===== src/sv/wall_clock_anchor_keeper_core_defines.svh =====
// Assertion macros shared by the clock anchor keeper RTL.
`ifndef WALL_CLOCK_ANCHOR_KEEPER_CORE_DEFINES_SVH
`define WALL_CLOCK_ANCHOR_KEEPER_CORE_DEFINES_SVH

// Same-cycle implication, disabled while reset is asserted.
`define WCAK_ASSERT_NOW(label, clk, rst_n, ante, cons) \
    label: assert property (@(posedge clk) disable iff (!rst_n) (ante) |-> (cons)) \
        else $error("wcak: same-cycle check failed");

// Next-cycle implication, disabled while reset is asserted.
`define WCAK_ASSERT_NEXT(label, clk, rst_n, ante, cons) \
    label: assert property (@(posedge clk) disable iff (!rst_n) (ante) |=> (cons)) \
        else $error("wcak: next-cycle check failed");

`endif


===== src/sv/wcak_pkg.sv =====
package wcak_pkg;

    localparam int MS_W      = 32;
    localparam int EPOCH_W   = 32;
    localparam int INTERVAL_W = 32;
    localparam int SEC_CNT_W = 23;   // (2^32-1)/1000 fits in 23 bits
    localparam int MCOUNT_W  = 27;   // (2^32-1)/60
    localparam int HCOUNT_W  = 21;   // (2^32-1)/3600
    localparam int DCOUNT_W  = 16;   // (2^32-1)/86400
    localparam int HOUR_W    = 5;
    localparam int MINUTE_W  = 6;
    localparam int SECOND_W  = 6;
    localparam int WDAY_W    = 3;

    localparam int CFG_INDEX_W = 1;
    localparam int CFG_DATA_W  = 32;

    // Action codes of an input word.
    localparam logic ACT_TICK  = 1'b0;
    localparam logic ACT_BEGIN = 1'b1;

    localparam logic [INTERVAL_W-1:0] ATTEMPT_INTERVAL_RESET = 32'd5000;
    localparam logic [INTERVAL_W-1:0] RESYNC_INTERVAL_RESET  = 32'd3600000;

    localparam logic [31:0] SEC_PER_MIN    = 32'd60;
    localparam logic [31:0] HOURS_PER_DAY  = 32'd24;
    localparam logic [31:0] WEEKDAY_OFFSET = 32'd4;
    localparam logic [3:0]  DAYS_PER_WEEK  = 4'd7;

    // Reciprocal constants: floor(x/d) == (x * MAGIC) >> SHIFT for every 32-bit x.
    localparam logic [31:0] MAGIC_DIV1000 = 32'h10624DD3;
    localparam int          SHIFT_DIV1000 = 38;
    localparam logic [31:0] MAGIC_DIV60   = 32'h88888889;
    localparam int          SHIFT_DIV60   = 37;
    localparam logic [31:0] MAGIC_DIV3    = 32'hAAAAAAAB;
    localparam int          SHIFT_DIV3    = 33;

    typedef enum logic [CFG_INDEX_W-1:0] {
        REG_ATTEMPT_INTERVAL = 1'b0,
        REG_RESYNC_INTERVAL  = 1'b1
    } cfg_index_t;

    // Stage 1: attempt decision made, anchor already updated.
    typedef struct packed {
        logic               attempt;
        logic               synced;
        logic [MS_W-1:0]    now_ms;
        logic [MS_W-1:0]    anchor_ms;
        logic [EPOCH_W-1:0] anchor_epoch;
    } stage1_t;

    // Stage 2: whole seconds since the anchor.
    typedef struct packed {
        logic                 attempt;
        logic                 synced;
        logic [EPOCH_W-1:0]   anchor_epoch;
        logic [SEC_CNT_W-1:0] sec_count;
    } stage2_t;

    // Stage 3: free-run epoch.
    typedef struct packed {
        logic               attempt;
        logic               synced;
        logic [EPOCH_W-1:0] epoch;
    } stage3_t;

    // Stage 4: minute count.
    typedef struct packed {
        logic                attempt;
        logic                synced;
        logic [EPOCH_W-1:0]  epoch;
        logic [MCOUNT_W-1:0] mcount;
    } stage4_t;

    // Stage 5: seconds field, hour count, minute roll.
    typedef struct packed {
        logic                attempt;
        logic                synced;
        logic                rolled;
        logic [EPOCH_W-1:0]  epoch;
        logic [SECOND_W-1:0] second;
        logic [MCOUNT_W-1:0] mcount;
        logic [HCOUNT_W-1:0] hcount;
    } stage5_t;

    // Stage 6: minute field, day count.
    typedef struct packed {
        logic                attempt;
        logic                synced;
        logic                rolled;
        logic [EPOCH_W-1:0]  epoch;
        logic [SECOND_W-1:0] second;
        logic [MINUTE_W-1:0] minute;
        logic [HCOUNT_W-1:0] hcount;
        logic [DCOUNT_W-1:0] dcount;
    } stage6_t;

    // Stage 7: the result word.
    typedef struct packed {
        logic                time_valid;
        logic [EPOCH_W-1:0]  epoch_seconds;
        logic [HOUR_W-1:0]   hour_of_day;
        logic [MINUTE_W-1:0] minute_of_hour;
        logic [SECOND_W-1:0] second_of_minute;
        logic [WDAY_W-1:0]   day_of_week;
        logic                minute_rolled;
        logic                attempt_made;
    } result_t;

endpackage


===== src/sv/wcak_if.sv =====
interface wcak_item_if;
    logic                              valid;
    logic                              ready;
    logic                              action;
    logic [wcak_pkg::MS_W-1:0]         now_ms;
    logic                              source_ready;
    logic [wcak_pkg::EPOCH_W-1:0]      source_epoch;

    modport source (output valid, output action, output now_ms, output source_ready,
                    output source_epoch, input ready);
    modport sink   (input valid, input action, input now_ms, input source_ready,
                    input source_epoch, output ready);
endinterface

interface wcak_result_if;
    logic                              valid;
    logic                              ready;
    logic                              time_valid;
    logic [wcak_pkg::EPOCH_W-1:0]      epoch_seconds;
    logic [wcak_pkg::HOUR_W-1:0]       hour_of_day;
    logic [wcak_pkg::MINUTE_W-1:0]     minute_of_hour;
    logic [wcak_pkg::SECOND_W-1:0]     second_of_minute;
    logic [wcak_pkg::WDAY_W-1:0]       day_of_week;
    logic                              minute_rolled;
    logic                              attempt_made;

    modport source (output valid, output time_valid, output epoch_seconds,
                    output hour_of_day, output minute_of_hour, output second_of_minute,
                    output day_of_week, output minute_rolled, output attempt_made,
                    input ready);
    modport sink   (input valid, input time_valid, input epoch_seconds,
                    input hour_of_day, input minute_of_hour, input second_of_minute,
                    input day_of_week, input minute_rolled, input attempt_made,
                    output ready);
endinterface


===== src/sv/wall_clock_anchor_keeper_core.sv =====
// Channel   Direction  Word carried
// --------  ---------  ------------------------------------------------------------
// item      in         action, now_ms, source_ready, source_epoch
// result    out        time_valid, epoch_seconds, h/m/s, day_of_week, rolled, attempt
// write_*   in         interval register writes (index 0 attempt, 1 resync)
//
// One word per cycle sustained while the result side is ready; seven register stages.
// A word moves through the stage registers s1 to s7 in order and is offered on the
// result channel from s7, the result register.
// The attempt/anchor loop closes in stage 1 with one 32-bit subtract and compare.
// Stages stall individually: a full stage with an empty stage after it keeps moving, so
// input is refused only once every stage holds a word behind a stalled result.
// rst_n clears valids and the clock state at once; no sweep.
`include "wall_clock_anchor_keeper_core_defines.svh"

module wall_clock_anchor_keeper_core (
    input  logic                                  clk,
    input  logic                                  rst_n,
    wcak_item_if.sink                             item,
    wcak_result_if.source                         result,
    input  logic                                  write_en,
    input  logic [wcak_pkg::CFG_INDEX_W-1:0]      write_index,
    input  logic [wcak_pkg::CFG_DATA_W-1:0]       write_data
);
    import wcak_pkg::*;

    localparam int NUM_STAGES = 7;

    // Configuration.
    logic [INTERVAL_W-1:0] attempt_interval_reg;
    logic [INTERVAL_W-1:0] resync_interval_reg;

    // Clock state.
    logic [MS_W-1:0]     last_attempt_reg, last_attempt_next;
    logic [EPOCH_W-1:0]  anchor_epoch_reg, anchor_epoch_next;
    logic [MS_W-1:0]     anchor_ms_reg, anchor_ms_next;
    logic                synced_reg, synced_next;
    logic                minute_seen_reg;
    logic [MCOUNT_W-1:0] last_minute_reg;

    // Pipeline.
    logic [NUM_STAGES:1] valid_reg;
    logic [NUM_STAGES:1] advance;
    stage1_t s1_reg, s1_next;
    stage2_t s2_reg, s2_next;
    stage3_t s3_reg, s3_next;
    stage4_t s4_reg, s4_next;
    stage5_t s5_reg, s5_next;
    stage6_t s6_reg, s6_next;
    result_t s7_reg, s7_next;

    logic                  accept;
    logic                  attempt;
    logic [INTERVAL_W-1:0] interval;
    logic [MS_W-1:0]       since_attempt;
    logic [MS_W-1:0]       elapsed_ms;
    logic [63:0]           prod_ms;
    logic [63:0]           prod_min;
    logic [63:0]           prod_hour;
    logic [63:0]           prod_day;
    logic [31:0]           sec_rem;
    logic [31:0]           min_rem;
    logic [31:0]           hour_rem;
    logic                  minute_update;
    logic [DCOUNT_W:0]     wday_sum;
    logic [17:0]           wday_pad;
    logic [5:0]            fold1;
    logic [3:0]            fold2;
    logic [WDAY_W-1:0]     wday;

    // Terms for the checks.
    logic                  unsynced_word;
    logic                  synced_word;
    logic                  zeroed_fields;
    logic                  fields_ok;

    // ---------------------------------------------------------------------
    // Handshake: a stage takes a new word when empty or when it empties now.
    // ---------------------------------------------------------------------
    always_comb
    begin
        advance[NUM_STAGES] = !valid_reg[NUM_STAGES] || result.ready;
        for (int k = NUM_STAGES - 1; k >= 1; k--)
        begin
            advance[k] = !valid_reg[k] || advance[k+1];
        end
    end

    assign item.ready = advance[1];
    assign accept     = item.valid && advance[1];

    always_ff @(posedge clk or negedge rst_n)
    begin
        if (!rst_n)
        begin
            valid_reg <= '0;
        end
        else
        begin
            if (advance[1])
            begin
                valid_reg[1] <= item.valid;
            end
            for (int k = 2; k <= NUM_STAGES; k++)
            begin
                if (advance[k])
                begin
                    valid_reg[k] <= valid_reg[k-1];
                end
            end
        end
    end

    // ---------------------------------------------------------------------
    // Configuration writes: ignore nothing, every index maps to a register.
    // ---------------------------------------------------------------------
    always_ff @(posedge clk or negedge rst_n)
    begin
        if (!rst_n)
        begin
            attempt_interval_reg <= ATTEMPT_INTERVAL_RESET;
            resync_interval_reg  <= RESYNC_INTERVAL_RESET;
        end
        else if (write_en)
        begin
            case (cfg_index_t'(write_index))
                REG_ATTEMPT_INTERVAL: attempt_interval_reg <= write_data[INTERVAL_W-1:0];
                REG_RESYNC_INTERVAL:  resync_interval_reg  <= write_data[INTERVAL_W-1:0];
                default: ;
            endcase
        end
    end

    // ---------------------------------------------------------------------
    // Stage 1: decide on an attempt and re-anchor. This loop feeds back into
    // the next word, so it stays one subtract and one compare.
    // ---------------------------------------------------------------------
    always_comb
    begin
        interval      = synced_reg ? resync_interval_reg : attempt_interval_reg;
        since_attempt = item.now_ms - last_attempt_reg;
        attempt       = (item.action == ACT_BEGIN) || (since_attempt >= interval);

        last_attempt_next = last_attempt_reg;
        anchor_epoch_next = anchor_epoch_reg;
        anchor_ms_next    = anchor_ms_reg;
        synced_next       = synced_reg;
        if (attempt)
        begin
            last_attempt_next = item.now_ms;
            if (item.source_ready)
            begin
                anchor_epoch_next = item.source_epoch;
                anchor_ms_next    = item.now_ms;
                synced_next       = 1'b1;
            end
        end

        s1_next.attempt      = attempt;
        s1_next.synced       = synced_next;
        s1_next.now_ms       = item.now_ms;
        s1_next.anchor_ms    = anchor_ms_next;
        s1_next.anchor_epoch = anchor_epoch_next;
    end

    always_ff @(posedge clk or negedge rst_n)
    begin
        if (!rst_n)
        begin
            last_attempt_reg <= '0;
            anchor_epoch_reg <= '0;
            anchor_ms_reg    <= '0;
            synced_reg       <= 1'b0;
        end
        else if (accept)
        begin
            last_attempt_reg <= last_attempt_next;
            anchor_epoch_reg <= anchor_epoch_next;
            anchor_ms_reg    <= anchor_ms_next;
            synced_reg       <= synced_next;
        end
    end

    // ---------------------------------------------------------------------
    // Stage 2: elapsed milliseconds divided by 1000 through a reciprocal.
    // ---------------------------------------------------------------------
    always_comb
    begin
        elapsed_ms = s1_reg.now_ms - s1_reg.anchor_ms;
        prod_ms    = {32'd0, elapsed_ms} * {32'd0, MAGIC_DIV1000};

        s2_next.attempt      = s1_reg.attempt;
        s2_next.synced       = s1_reg.synced;
        s2_next.anchor_epoch = s1_reg.anchor_epoch;
        s2_next.sec_count    = prod_ms[SHIFT_DIV1000 +: SEC_CNT_W];
    end

    // Stage 3: free-run epoch, wrapping modulo 2^32.
    always_comb
    begin
        s3_next.attempt = s2_reg.attempt;
        s3_next.synced  = s2_reg.synced;
        s3_next.epoch   = s2_reg.anchor_epoch + EPOCH_W'(s2_reg.sec_count);
    end

    // Stage 4: minute count = epoch / 60.
    always_comb
    begin
        prod_min = {32'd0, s3_reg.epoch} * {32'd0, MAGIC_DIV60};

        s4_next.attempt = s3_reg.attempt;
        s4_next.synced  = s3_reg.synced;
        s4_next.epoch   = s3_reg.epoch;
        s4_next.mcount  = prod_min[SHIFT_DIV60 +: MCOUNT_W];
    end

    // Stage 5: seconds field, hour count, and the minute roll against the
    // minute of the last valid word (that word passed this stage just before).
    always_comb
    begin
        sec_rem   = s4_reg.epoch - (32'(s4_reg.mcount) * SEC_PER_MIN);
        prod_hour = {37'd0, s4_reg.mcount} * {32'd0, MAGIC_DIV60};
        minute_update = s4_reg.synced
            && (!minute_seen_reg || (s4_reg.mcount != last_minute_reg));

        s5_next.attempt = s4_reg.attempt;
        s5_next.synced  = s4_reg.synced;
        s5_next.rolled  = minute_update;
        s5_next.epoch   = s4_reg.epoch;
        s5_next.second  = sec_rem[SECOND_W-1:0];
        s5_next.mcount  = s4_reg.mcount;
        s5_next.hcount  = prod_hour[SHIFT_DIV60 +: HCOUNT_W];
    end

    always_ff @(posedge clk or negedge rst_n)
    begin
        if (!rst_n)
        begin
            minute_seen_reg <= 1'b0;
            last_minute_reg <= '0;
        end
        else if (advance[5] && valid_reg[4] && minute_update)
        begin
            minute_seen_reg <= 1'b1;
            last_minute_reg <= s4_reg.mcount;
        end
    end

    // Stage 6: minute field, day count = (hours / 8) / 3.
    always_comb
    begin
        min_rem  = 32'(s5_reg.mcount) - (32'(s5_reg.hcount) * SEC_PER_MIN);
        prod_day = {46'd0, s5_reg.hcount[HCOUNT_W-1:3]} * {32'd0, MAGIC_DIV3};

        s6_next.attempt = s5_reg.attempt;
        s6_next.synced  = s5_reg.synced;
        s6_next.rolled  = s5_reg.rolled;
        s6_next.epoch   = s5_reg.epoch;
        s6_next.second  = s5_reg.second;
        s6_next.minute  = min_rem[MINUTE_W-1:0];
        s6_next.hcount  = s5_reg.hcount;
        s6_next.dcount  = prod_day[SHIFT_DIV3 +: DCOUNT_W];
    end

    // Stage 7: hour field, weekday by folding octal digits (8 mod 7 is 1),
    // then zero everything but the attempt flag while unsynced.
    always_comb
    begin
        hour_rem = 32'(s6_reg.hcount) - (32'(s6_reg.dcount) * HOURS_PER_DAY);
        wday_sum = {1'b0, s6_reg.dcount} + WEEKDAY_OFFSET[DCOUNT_W:0];
        wday_pad = 18'(wday_sum);
        fold1 = 6'(wday_pad[2:0]) + 6'(wday_pad[5:3]) + 6'(wday_pad[8:6])
              + 6'(wday_pad[11:9]) + 6'(wday_pad[14:12]) + 6'(wday_pad[17:15]);
        fold2 = 4'(fold1[2:0]) + 4'(fold1[5:3]);
        if (fold2 >= DAYS_PER_WEEK)
        begin
            wday = WDAY_W'(fold2 - DAYS_PER_WEEK);
        end
        else
        begin
            wday = fold2[WDAY_W-1:0];
        end

        s7_next.time_valid       = s6_reg.synced;
        s7_next.attempt_made     = s6_reg.attempt;
        s7_next.epoch_seconds    = s6_reg.synced ? s6_reg.epoch : '0;
        s7_next.hour_of_day      = s6_reg.synced ? hour_rem[HOUR_W-1:0] : '0;
        s7_next.minute_of_hour   = s6_reg.synced ? s6_reg.minute : '0;
        s7_next.second_of_minute = s6_reg.synced ? s6_reg.second : '0;
        s7_next.day_of_week      = s6_reg.synced ? wday : '0;
        s7_next.minute_rolled    = s6_reg.synced && s6_reg.rolled;
    end

    // Pipeline payload: hold a stage while it is stalled, no reset needed.
    always_ff @(posedge clk)
    begin
        if (advance[1]) s1_reg <= s1_next;
        if (advance[2]) s2_reg <= s2_next;
        if (advance[3]) s3_reg <= s3_next;
        if (advance[4]) s4_reg <= s4_next;
        if (advance[5]) s5_reg <= s5_next;
        if (advance[6]) s6_reg <= s6_next;
        if (advance[7]) s7_reg <= s7_next;
    end

    // Result register drives the output word.
    assign result.valid            = valid_reg[NUM_STAGES];
    assign result.time_valid       = s7_reg.time_valid;
    assign result.epoch_seconds    = s7_reg.epoch_seconds;
    assign result.hour_of_day      = s7_reg.hour_of_day;
    assign result.minute_of_hour   = s7_reg.minute_of_hour;
    assign result.second_of_minute = s7_reg.second_of_minute;
    assign result.day_of_week      = s7_reg.day_of_week;
    assign result.minute_rolled    = s7_reg.minute_rolled;
    assign result.attempt_made     = s7_reg.attempt_made;

    // ---------------------------------------------------------------------
    // Checks
    // ---------------------------------------------------------------------
    assign unsynced_word = result.valid && !result.time_valid;
    assign synced_word   = result.valid && result.time_valid;
    assign zeroed_fields = (result.epoch_seconds == '0) && !result.minute_rolled;
    assign fields_ok     = (result.hour_of_day < 5'd24) && (result.minute_of_hour < 6'd60)
                        && (result.second_of_minute < 6'd60) && (result.day_of_week < 3'd7);

    `WCAK_ASSERT_NEXT(a_begin_attempts, clk, rst_n, accept && (item.action == ACT_BEGIN), s1_reg.attempt)
    `WCAK_ASSERT_NOW(a_synced_sticky, clk, rst_n, 1'b1, !$fell(synced_reg))
    `WCAK_ASSERT_NOW(a_unsynced_zero, clk, rst_n, unsynced_word, zeroed_fields)
    `WCAK_ASSERT_NOW(a_fields_in_range, clk, rst_n, synced_word, fields_ok && minute_seen_reg)

endmodule


===== src/flat_wrapper.sv =====
// flat-port wrapper written by rule: the top's interface ports become plain ports
module wall_clock_anchor_keeper_core_flat import wcak_pkg::*;
  (clk, rst_n, write_en, write_index, write_data, item_valid, item_action, item_now_ms, item_source_ready, item_source_epoch, item_ready, result_valid, result_time_valid, result_epoch_seconds, result_hour_of_day, result_minute_of_hour, result_second_of_minute, result_day_of_week, result_minute_rolled, result_attempt_made, result_ready);
  wcak_item_if item_i ();
  wcak_result_if result_i ();
  input  logic clk;
  input  logic rst_n;
  input  logic write_en;
  input  logic [wcak_pkg::CFG_INDEX_W-1:0] write_index;
  input  logic [wcak_pkg::CFG_DATA_W-1:0] write_data;
  input wire logic [$bits(item_i.valid)-1:0] item_valid;
  input wire logic [$bits(item_i.action)-1:0] item_action;
  input wire logic [$bits(item_i.now_ms)-1:0] item_now_ms;
  input wire logic [$bits(item_i.source_ready)-1:0] item_source_ready;
  input wire logic [$bits(item_i.source_epoch)-1:0] item_source_epoch;
  output wire logic [$bits(item_i.ready)-1:0] item_ready;
  output wire logic [$bits(result_i.valid)-1:0] result_valid;
  output wire logic [$bits(result_i.time_valid)-1:0] result_time_valid;
  output wire logic [$bits(result_i.epoch_seconds)-1:0] result_epoch_seconds;
  output wire logic [$bits(result_i.hour_of_day)-1:0] result_hour_of_day;
  output wire logic [$bits(result_i.minute_of_hour)-1:0] result_minute_of_hour;
  output wire logic [$bits(result_i.second_of_minute)-1:0] result_second_of_minute;
  output wire logic [$bits(result_i.day_of_week)-1:0] result_day_of_week;
  output wire logic [$bits(result_i.minute_rolled)-1:0] result_minute_rolled;
  output wire logic [$bits(result_i.attempt_made)-1:0] result_attempt_made;
  input wire logic [$bits(result_i.ready)-1:0] result_ready;
  assign item_i.valid = item_valid;
  assign item_i.action = item_action;
  assign item_i.now_ms = item_now_ms;
  assign item_i.source_ready = item_source_ready;
  assign item_i.source_epoch = item_source_epoch;
  assign item_ready = item_i.ready;
  assign result_valid = result_i.valid;
  assign result_time_valid = result_i.time_valid;
  assign result_epoch_seconds = result_i.epoch_seconds;
  assign result_hour_of_day = result_i.hour_of_day;
  assign result_minute_of_hour = result_i.minute_of_hour;
  assign result_second_of_minute = result_i.second_of_minute;
  assign result_day_of_week = result_i.day_of_week;
  assign result_minute_rolled = result_i.minute_rolled;
  assign result_attempt_made = result_i.attempt_made;
  assign result_i.ready = result_ready;
  wall_clock_anchor_keeper_core u_core (.clk(clk), .rst_n(rst_n), .item(item_i), .result(result_i), .write_en(write_en), .write_index(write_index), .write_data(write_data));
endmodule

===== config.mk =====
export PLATFORM = sky130hd
export DESIGN_NAME = wall_clock_anchor_keeper_core_flat
export DESIGN_NICKNAME = d
export VERILOG_FILES = /design/src/sv/wcak_pkg.sv /design/src/sv/wcak_if.sv /design/src/sv/wall_clock_anchor_keeper_core.sv /design/src/flat_wrapper.sv
export VERILOG_INCLUDE_DIRS = /design/src /design/src/sv
export SDC_FILE = /design/constraint.sdc
export NUM_CORES = 2
export LEC_CHECK = 0
export BUFFER_PORTS_ARGS = -buffer_cell sky130_fd_sc_hd__buf_2
export CAP_MARGIN = 10
export CORE_ASPECT_RATIO = 1.2
export CORE_MARGIN = 8
export CORE_UTILIZATION = 60
export CTS_CLUSTER_DIAMETER = 50
export CTS_CLUSTER_SIZE = 14
export DETAILED_ROUTE_END_ITERATION = 7
export GPL_ROUTABILITY_DRIVEN = 0
export GPL_TIMING_DRIVEN = 0
export PLACE_DENSITY = 0.77
export REMOVE_ABC_BUFFERS = 1
export SYNTH_ARGS = -nofsm -noshare
export SYNTH_HDL_FRONTEND = slang
export SYNTH_SLANG_ARGS = --single-unit

===== constraint.sdc =====
create_clock -name clk -period 23.8 [get_ports clk]
set_input_delay 4.76 -clock clk [delete_from_list [all_inputs] [get_ports clk]]
set_output_delay 4.76 -clock clk [all_outputs]
set_load 0.01 [all_outputs]

### Word level (Yosys, flattened, before mapping)

Cells that the tools add are included.

| operators by class | value |
|---|---|
| eq/ne operators | 1 |
| reductions and logical operators | 25 |
| multipliers | 7 |
| bitwise operators | 1 |
| magnitude comparators | 2 |
| muxes and demuxes | 8 |
| add/subtract/negate cells | 14 |

Operators by type and width:

| operator | number |
|---|---|
| $mux 32 | 5 |
| $mul 32x32->64 const B | 1 |
| $sub 32x32->32 | 2 |
| $mul 32x29->61 const B | 1 |
| $mul 27x32->58 const B | 1 |
| $mul 18x32->49 const B | 1 |
| $add 32x23->32 | 1 |
| $ge 32x32->1 | 1 |
| $mul 27x4->4 const B | 1 |
| $ne 27x27->1 | 1 |
| $mul 21x4->4 const B | 1 |
| $add 6x3->6 | 3 |
| $add 16x3->17 const B | 1 |
| $mul 16x2->2 const B | 1 |
| $sub 6x6->6 | 2 |
| $logic_or 1x1->1 | 9 |
| $add 3x3->4 | 2 |
| $logic_not 1->1 | 8 |
| $add 6x2->6 | 1 |
| $reduce_and 2->1 | 3 |
| $logic_and 1x1->1 | 5 |
| $sub 5x5->5 | 1 |
| $ge 4x3->1 const B | 1 |
| $mux 3 | 1 |
| 3 further kinds | 4 |

| word-level totals | value |
|---|---|
| logic and storage cells | 112 |
| output and inout port bits | 57 |
| register bits after elaboration | 637 |
| input bits | 104 |

### Depth between registers and ports, before layout

| logic depth | value |
|---|---|
| depth in word-level cells | 10 |
| depth in mapped cells | 41 |
| depth with buffers taken out | 41 |

### Worst setup path after synthesis

No wires, ideal clock.

| path | value |
|---|---|
| path kind | input-to-output |
| from | input result_ready |
| to | output item_ready |
| path buffers | 0 |
| data required time | 19.040 ns |
| stages on the path | 4 |
| path slack | 8.855 ns |
| data arrival time | 10.185 ns |
| cell sequence | nor2b_1 > nand3_1 > nor2_1 > nand4_1 |

| on the way | value |
|---|---|
| longest elaborated chain between the ends | 7 |

Ends and longest elaborated chain:

| what | RTL line | text |
|---|---|---|
| start, declared | flat_wrapper.sv:26 | `input wire logic [$bits(result_i.ready)-1:0] result_ready;` |
| $logic_or 1x1->1 | wall_clock_anchor_keeper_core.sv:82 | `advance[NUM_STAGES] = !valid_reg[NUM_STAGES] \|\| result.ready;` |
| $logic_or 1x1->1 (2 in a row) | wall_clock_anchor_keeper_core.sv:85 | `advance[k] = !valid_reg[k] \|\| advance[k+1];` |
| named net u_core.advance, one bit | wall_clock_anchor_keeper_core.sv:43 | `logic [NUM_STAGES:1] advance;` |
| $logic_or 1x1->1 (4 in a row) | wall_clock_anchor_keeper_core.sv:85 |  |
| end, declared | flat_wrapper.sv:16 | `output wire logic [$bits(item_i.ready)-1:0] item_ready;` |

The timed path passes the listed nets, and every way through them passes these cells.

### Worst setup path after layout

Same ends and word-level chain as after synthesis.

==> implementation parameters <==
Parameter                              Value

Synth
  Number of instances in the synthesized netlist ... 5,319
  Synth warnings ... 0
  Post-synthesis sequential area ratio ... between 20% and 30%
  Number of flops mapped to enable cells by yosys ... approximately 440
  Cell Area, Synth ... 62,100 um^2
  Async set-reset flop share out of synthesis ... a little under a third
  Post-synthesis sequential element count ... 631
  Post-synthesis cell type count ... between 70 and 80
  Mean instance size in the synthesized netlist ... ~12 um^2
  Main flop type after synthesis ... edfxtp_1

Floorplan
  Cell row count ... roughly 130
  Die Outline Area ... between 100,000 and 150,000 um^2
  Initial core utilization ... 60.4%
  Chip height ... roughly 370 um
  Die width ... 310 um
  Top-level I/O count ... 161
  Area of the placeable core ... 103,000 um^2

Setup path
  Max Fanout on Critical Path ... 37
  Critical path origin ... result_ready
  CP Class ... input port to primary output
  Stage delay of the slowest cell on the critical path ... 710 ps
  Data arrival time of the critical path ... 8130 ps
  CP cell instances ... buf_2, nor2b_1, nand3_4, buf_12, nor2_1, nand4_1, buf_8, buf_8, buf_8, buf_2
  Family of cells with the greatest summed delay on the critical path ... simple AND/OR/NAND/NOR gates
  Worst-case reg-to-reg path depth ... 40
  Sum of buffers and inverters on the critical path ... 6
  Nature of the critical path startpoint ... input port
  Type of destination of the critical path ... primary output
  Worst R2R Setup Slack ... about 12,000 ps
  Required time at the worst-slack endpoint ... 19,040 ps
  Critical Path Most Common Cell ... buf_8
  R2r startpoint ... u_core.s1_reg[32]$_DFFE_PN_
  Crit. path cell count ... 10
  CP max stage cell ... nand4_1
  Worst Setup EP ... item_ready
  Endpoint of the worst-slack reg-to-reg timing path ... u_core.s2_reg[21]$_DFFE_PP_

Drt
  Aggregate routed wire length ... 128,000 um
  Total via count in the routed design ... roughly 38,000
  Violation count after the first detailed-routing iteration ... about 1,900
  Number of nets with antenna violations after routing ... 0
  Detailed Routing Iterations Pass 1 ... 5
  Via density per instance ... 5.51
  DRC violation count after routing ... 0
  Drt wl/cell ... 18.4 um

Job
  Max-capacitance violation count ... 0

Timing
  Number of max-slew violations in the final report ... 0
  Final setup viols ... 0
  Final number of hold-violating endpoints ... 0
  Worst hold-check slack ... slightly below 400 ps
  Relative slew slack ... 16.6%
  Slew at the pin closest to its max-slew limit ... 1240 ps
  Final cycle utilization of the critical path ... 54.2%
  Fmax ... 0.0776 GHz
  Final period demand of the worst path ... ~13,000 ps
  Aggregate negative setup slack ... 0 ps
  Layout Skew ... 55.2 ps
  Unrepaired setup endpoints after global routing ... no

Global route
  Number of global-route vias before repair ... 42,200
  Largest net degree at the start of global routing ... approximately 110
  Aggregate global-route resource usage ... 23.1%
  First-pass GRT wire length ... 211,000 um
  Overall overflow remaining after global route ... 0
  Antenna violations before repair ... 5

Clock tree
  H-tree depth ... 3
  # hold bufs at CTS ... 0
  Root buffer cell ... clkbuf_16
  Count of cells resized by post-cts repair ... 0
  Setup Fix Bufs, Post-CTS ... 0
  TritonCTS clock tree ... built
  Clock network latency to the later pin of the worst-skew pair ... 660 ps
  Number of buffers between clock root and the deepest sink ... 3
  Post-CTS clock slew at the launch and capture registers of the worst setup and hold paths ... 60 ps
  Clk sink count ... 631
  Number of buffers inserted during clock tree synthesis ... 68

Cells and area
  Area growth syn-to-layout ... 8.37%
  Most used cells in the layout excluding fill and tap cells ... inv_1 (1,270), ha_1 (1,121), fa_1 (678), edfxtp_1 (435), mux2_2 (252)
  Flip-flop count of the largest register, all copies and words added ... 98
  Commonest non-fill, non-tap cell in the layout ... inv_1
  Layout cells sized above 1 ... 10.9%
  Count of nets after finishing ... 7,440

Placement
  Half-perimeter wire length after placement ... 105,000 um
  Number of buffer cells added on primary ports ... 160

Worst hold path
  Worst hold-check path type ... flip-flop to flip-flop

Status
  Outcome ... complete, no violations
layer usage:
metal  share of wire (%)  track usage, %  wire length, um
met1                  39            27.5            49900
met4                 4.5            9.35             5810
met2                  51            41.4            65800
met3                 5.4            3.59             6990
met5               0.010               0               13
layout make-up:
cell class	count	area, um^2
fillers	7715	35500
well taps	1375	1720
clock buffers	90	1860
repair buffers	192	1230
diodes	5	12.5
flip-flops and latches	631	18000
multi-input cells	3372	39300
inverters	1272	4770
clock inverters	32	430
metrics by stage:
| step | std cells | setup slack [ps] | util, % | cell area (um^2) |
|---|---|---|---|---|
| floorplan | 5275 | 8850 | - | 61900 |
| global placement | 6810 | 4950 | 62.7 | 64400 |
| detailed placement | 6837 | 10910 | 63.2 | 65000 |
| CTS | 6959 | 10880 | 65.4 | 67200 |
| global route | 6964 | 10680 | 65.4 | 67300 |
| finish | 6969 | 10910 | 65.4 | 67300 |
Yosys cell counts (34+ instances only):
| master | number | share of area, % |
|---|---|---|
| inv_1 | 1272 | 7.7 |
| ha_1 | 1121 | 23 |
| fa_1 | 678 | 22 |
| edfxtp_1 | 435 | 21 |
| mux2_2 | 252 | 4.6 |
| dfrtp_1 | 180 | 7.3 |
| xnor2_1 | 178 | 2.5 |
| a21oi_1 | 176 | 1.4 |
| a21o_1 | 121 | 1.5 |
| nor2_1 | 90 | 0.54 |
| nand2_1 | 84 | 0.51 |
| o21ai_0 | 73 | 0.59 |
| xor2_1 | 70 | 0.99 |
| and2_1 | 61 | 0.61 |
| nand3_1 | 48 | 0.39 |
| nand4_1 | 34 | 0.34 |
how the worst min path moves through the flow:
stage                                                      end                        start  depth (start not counted)  slack (ps)
after floorplan           u_core.result.attempt_made$_DFFE_PP_  u_core.s6_reg[83]$_DFFE_PP_                          0         400
after global placement             u_core.s5_reg[84]$_DFFE_PP_  u_core.s4_reg[57]$_DFFE_PP_                          0         400
after detailed placement  u_core.result.attempt_made$_DFFE_PP_  u_core.s6_reg[83]$_DFFE_PP_                          0         400
after CTS                          u_core.s6_reg[68]$_DFFE_PP_  u_core.s5_reg[73]$_DFFE_PP_                          0         400
after global routing               u_core.s6_reg[68]$_DFFE_PP_  u_core.s5_reg[73]$_DFFE_PP_                          0         400
final                              u_core.s6_reg[68]$_DFFE_PP_  u_core.s5_reg[73]$_DFFE_PP_                          0         400
worst reg2reg max path: cells and delay by family (launching register included):
family	cells	cell delay [ps]
adders and majority gates	11	4130
AOI/OAI and AO/OA	16	4470
DFF	1	370
buffers and inverters	7	410
and+or+nand+nor	4	1510
xor gates and xnor gates	2	1140
cells by family (layout without fill, tap and decap cells):
group / count (synthesis) / after routing / synth area share [%]
xor gates and xnor gates: 248 / 248 / 3.50
other: 0 / 5 / 0
and+or+nand+nor: 479 / 479 / 4.06
buffers and inverters: 1316 / 1586 / 7.98
AOI/OAI and AO/OA: 562 / 562 / 5.96
DFF: 631 / 631 / 29.0
adders and majority gates: 1799 / 1799 / 44.4
muxes: 284 / 284 / 5.09
Power is left out: the tool's default activity adds up to more than one toggle a clock period on the data nets, which glitch-free logic cannot reach.
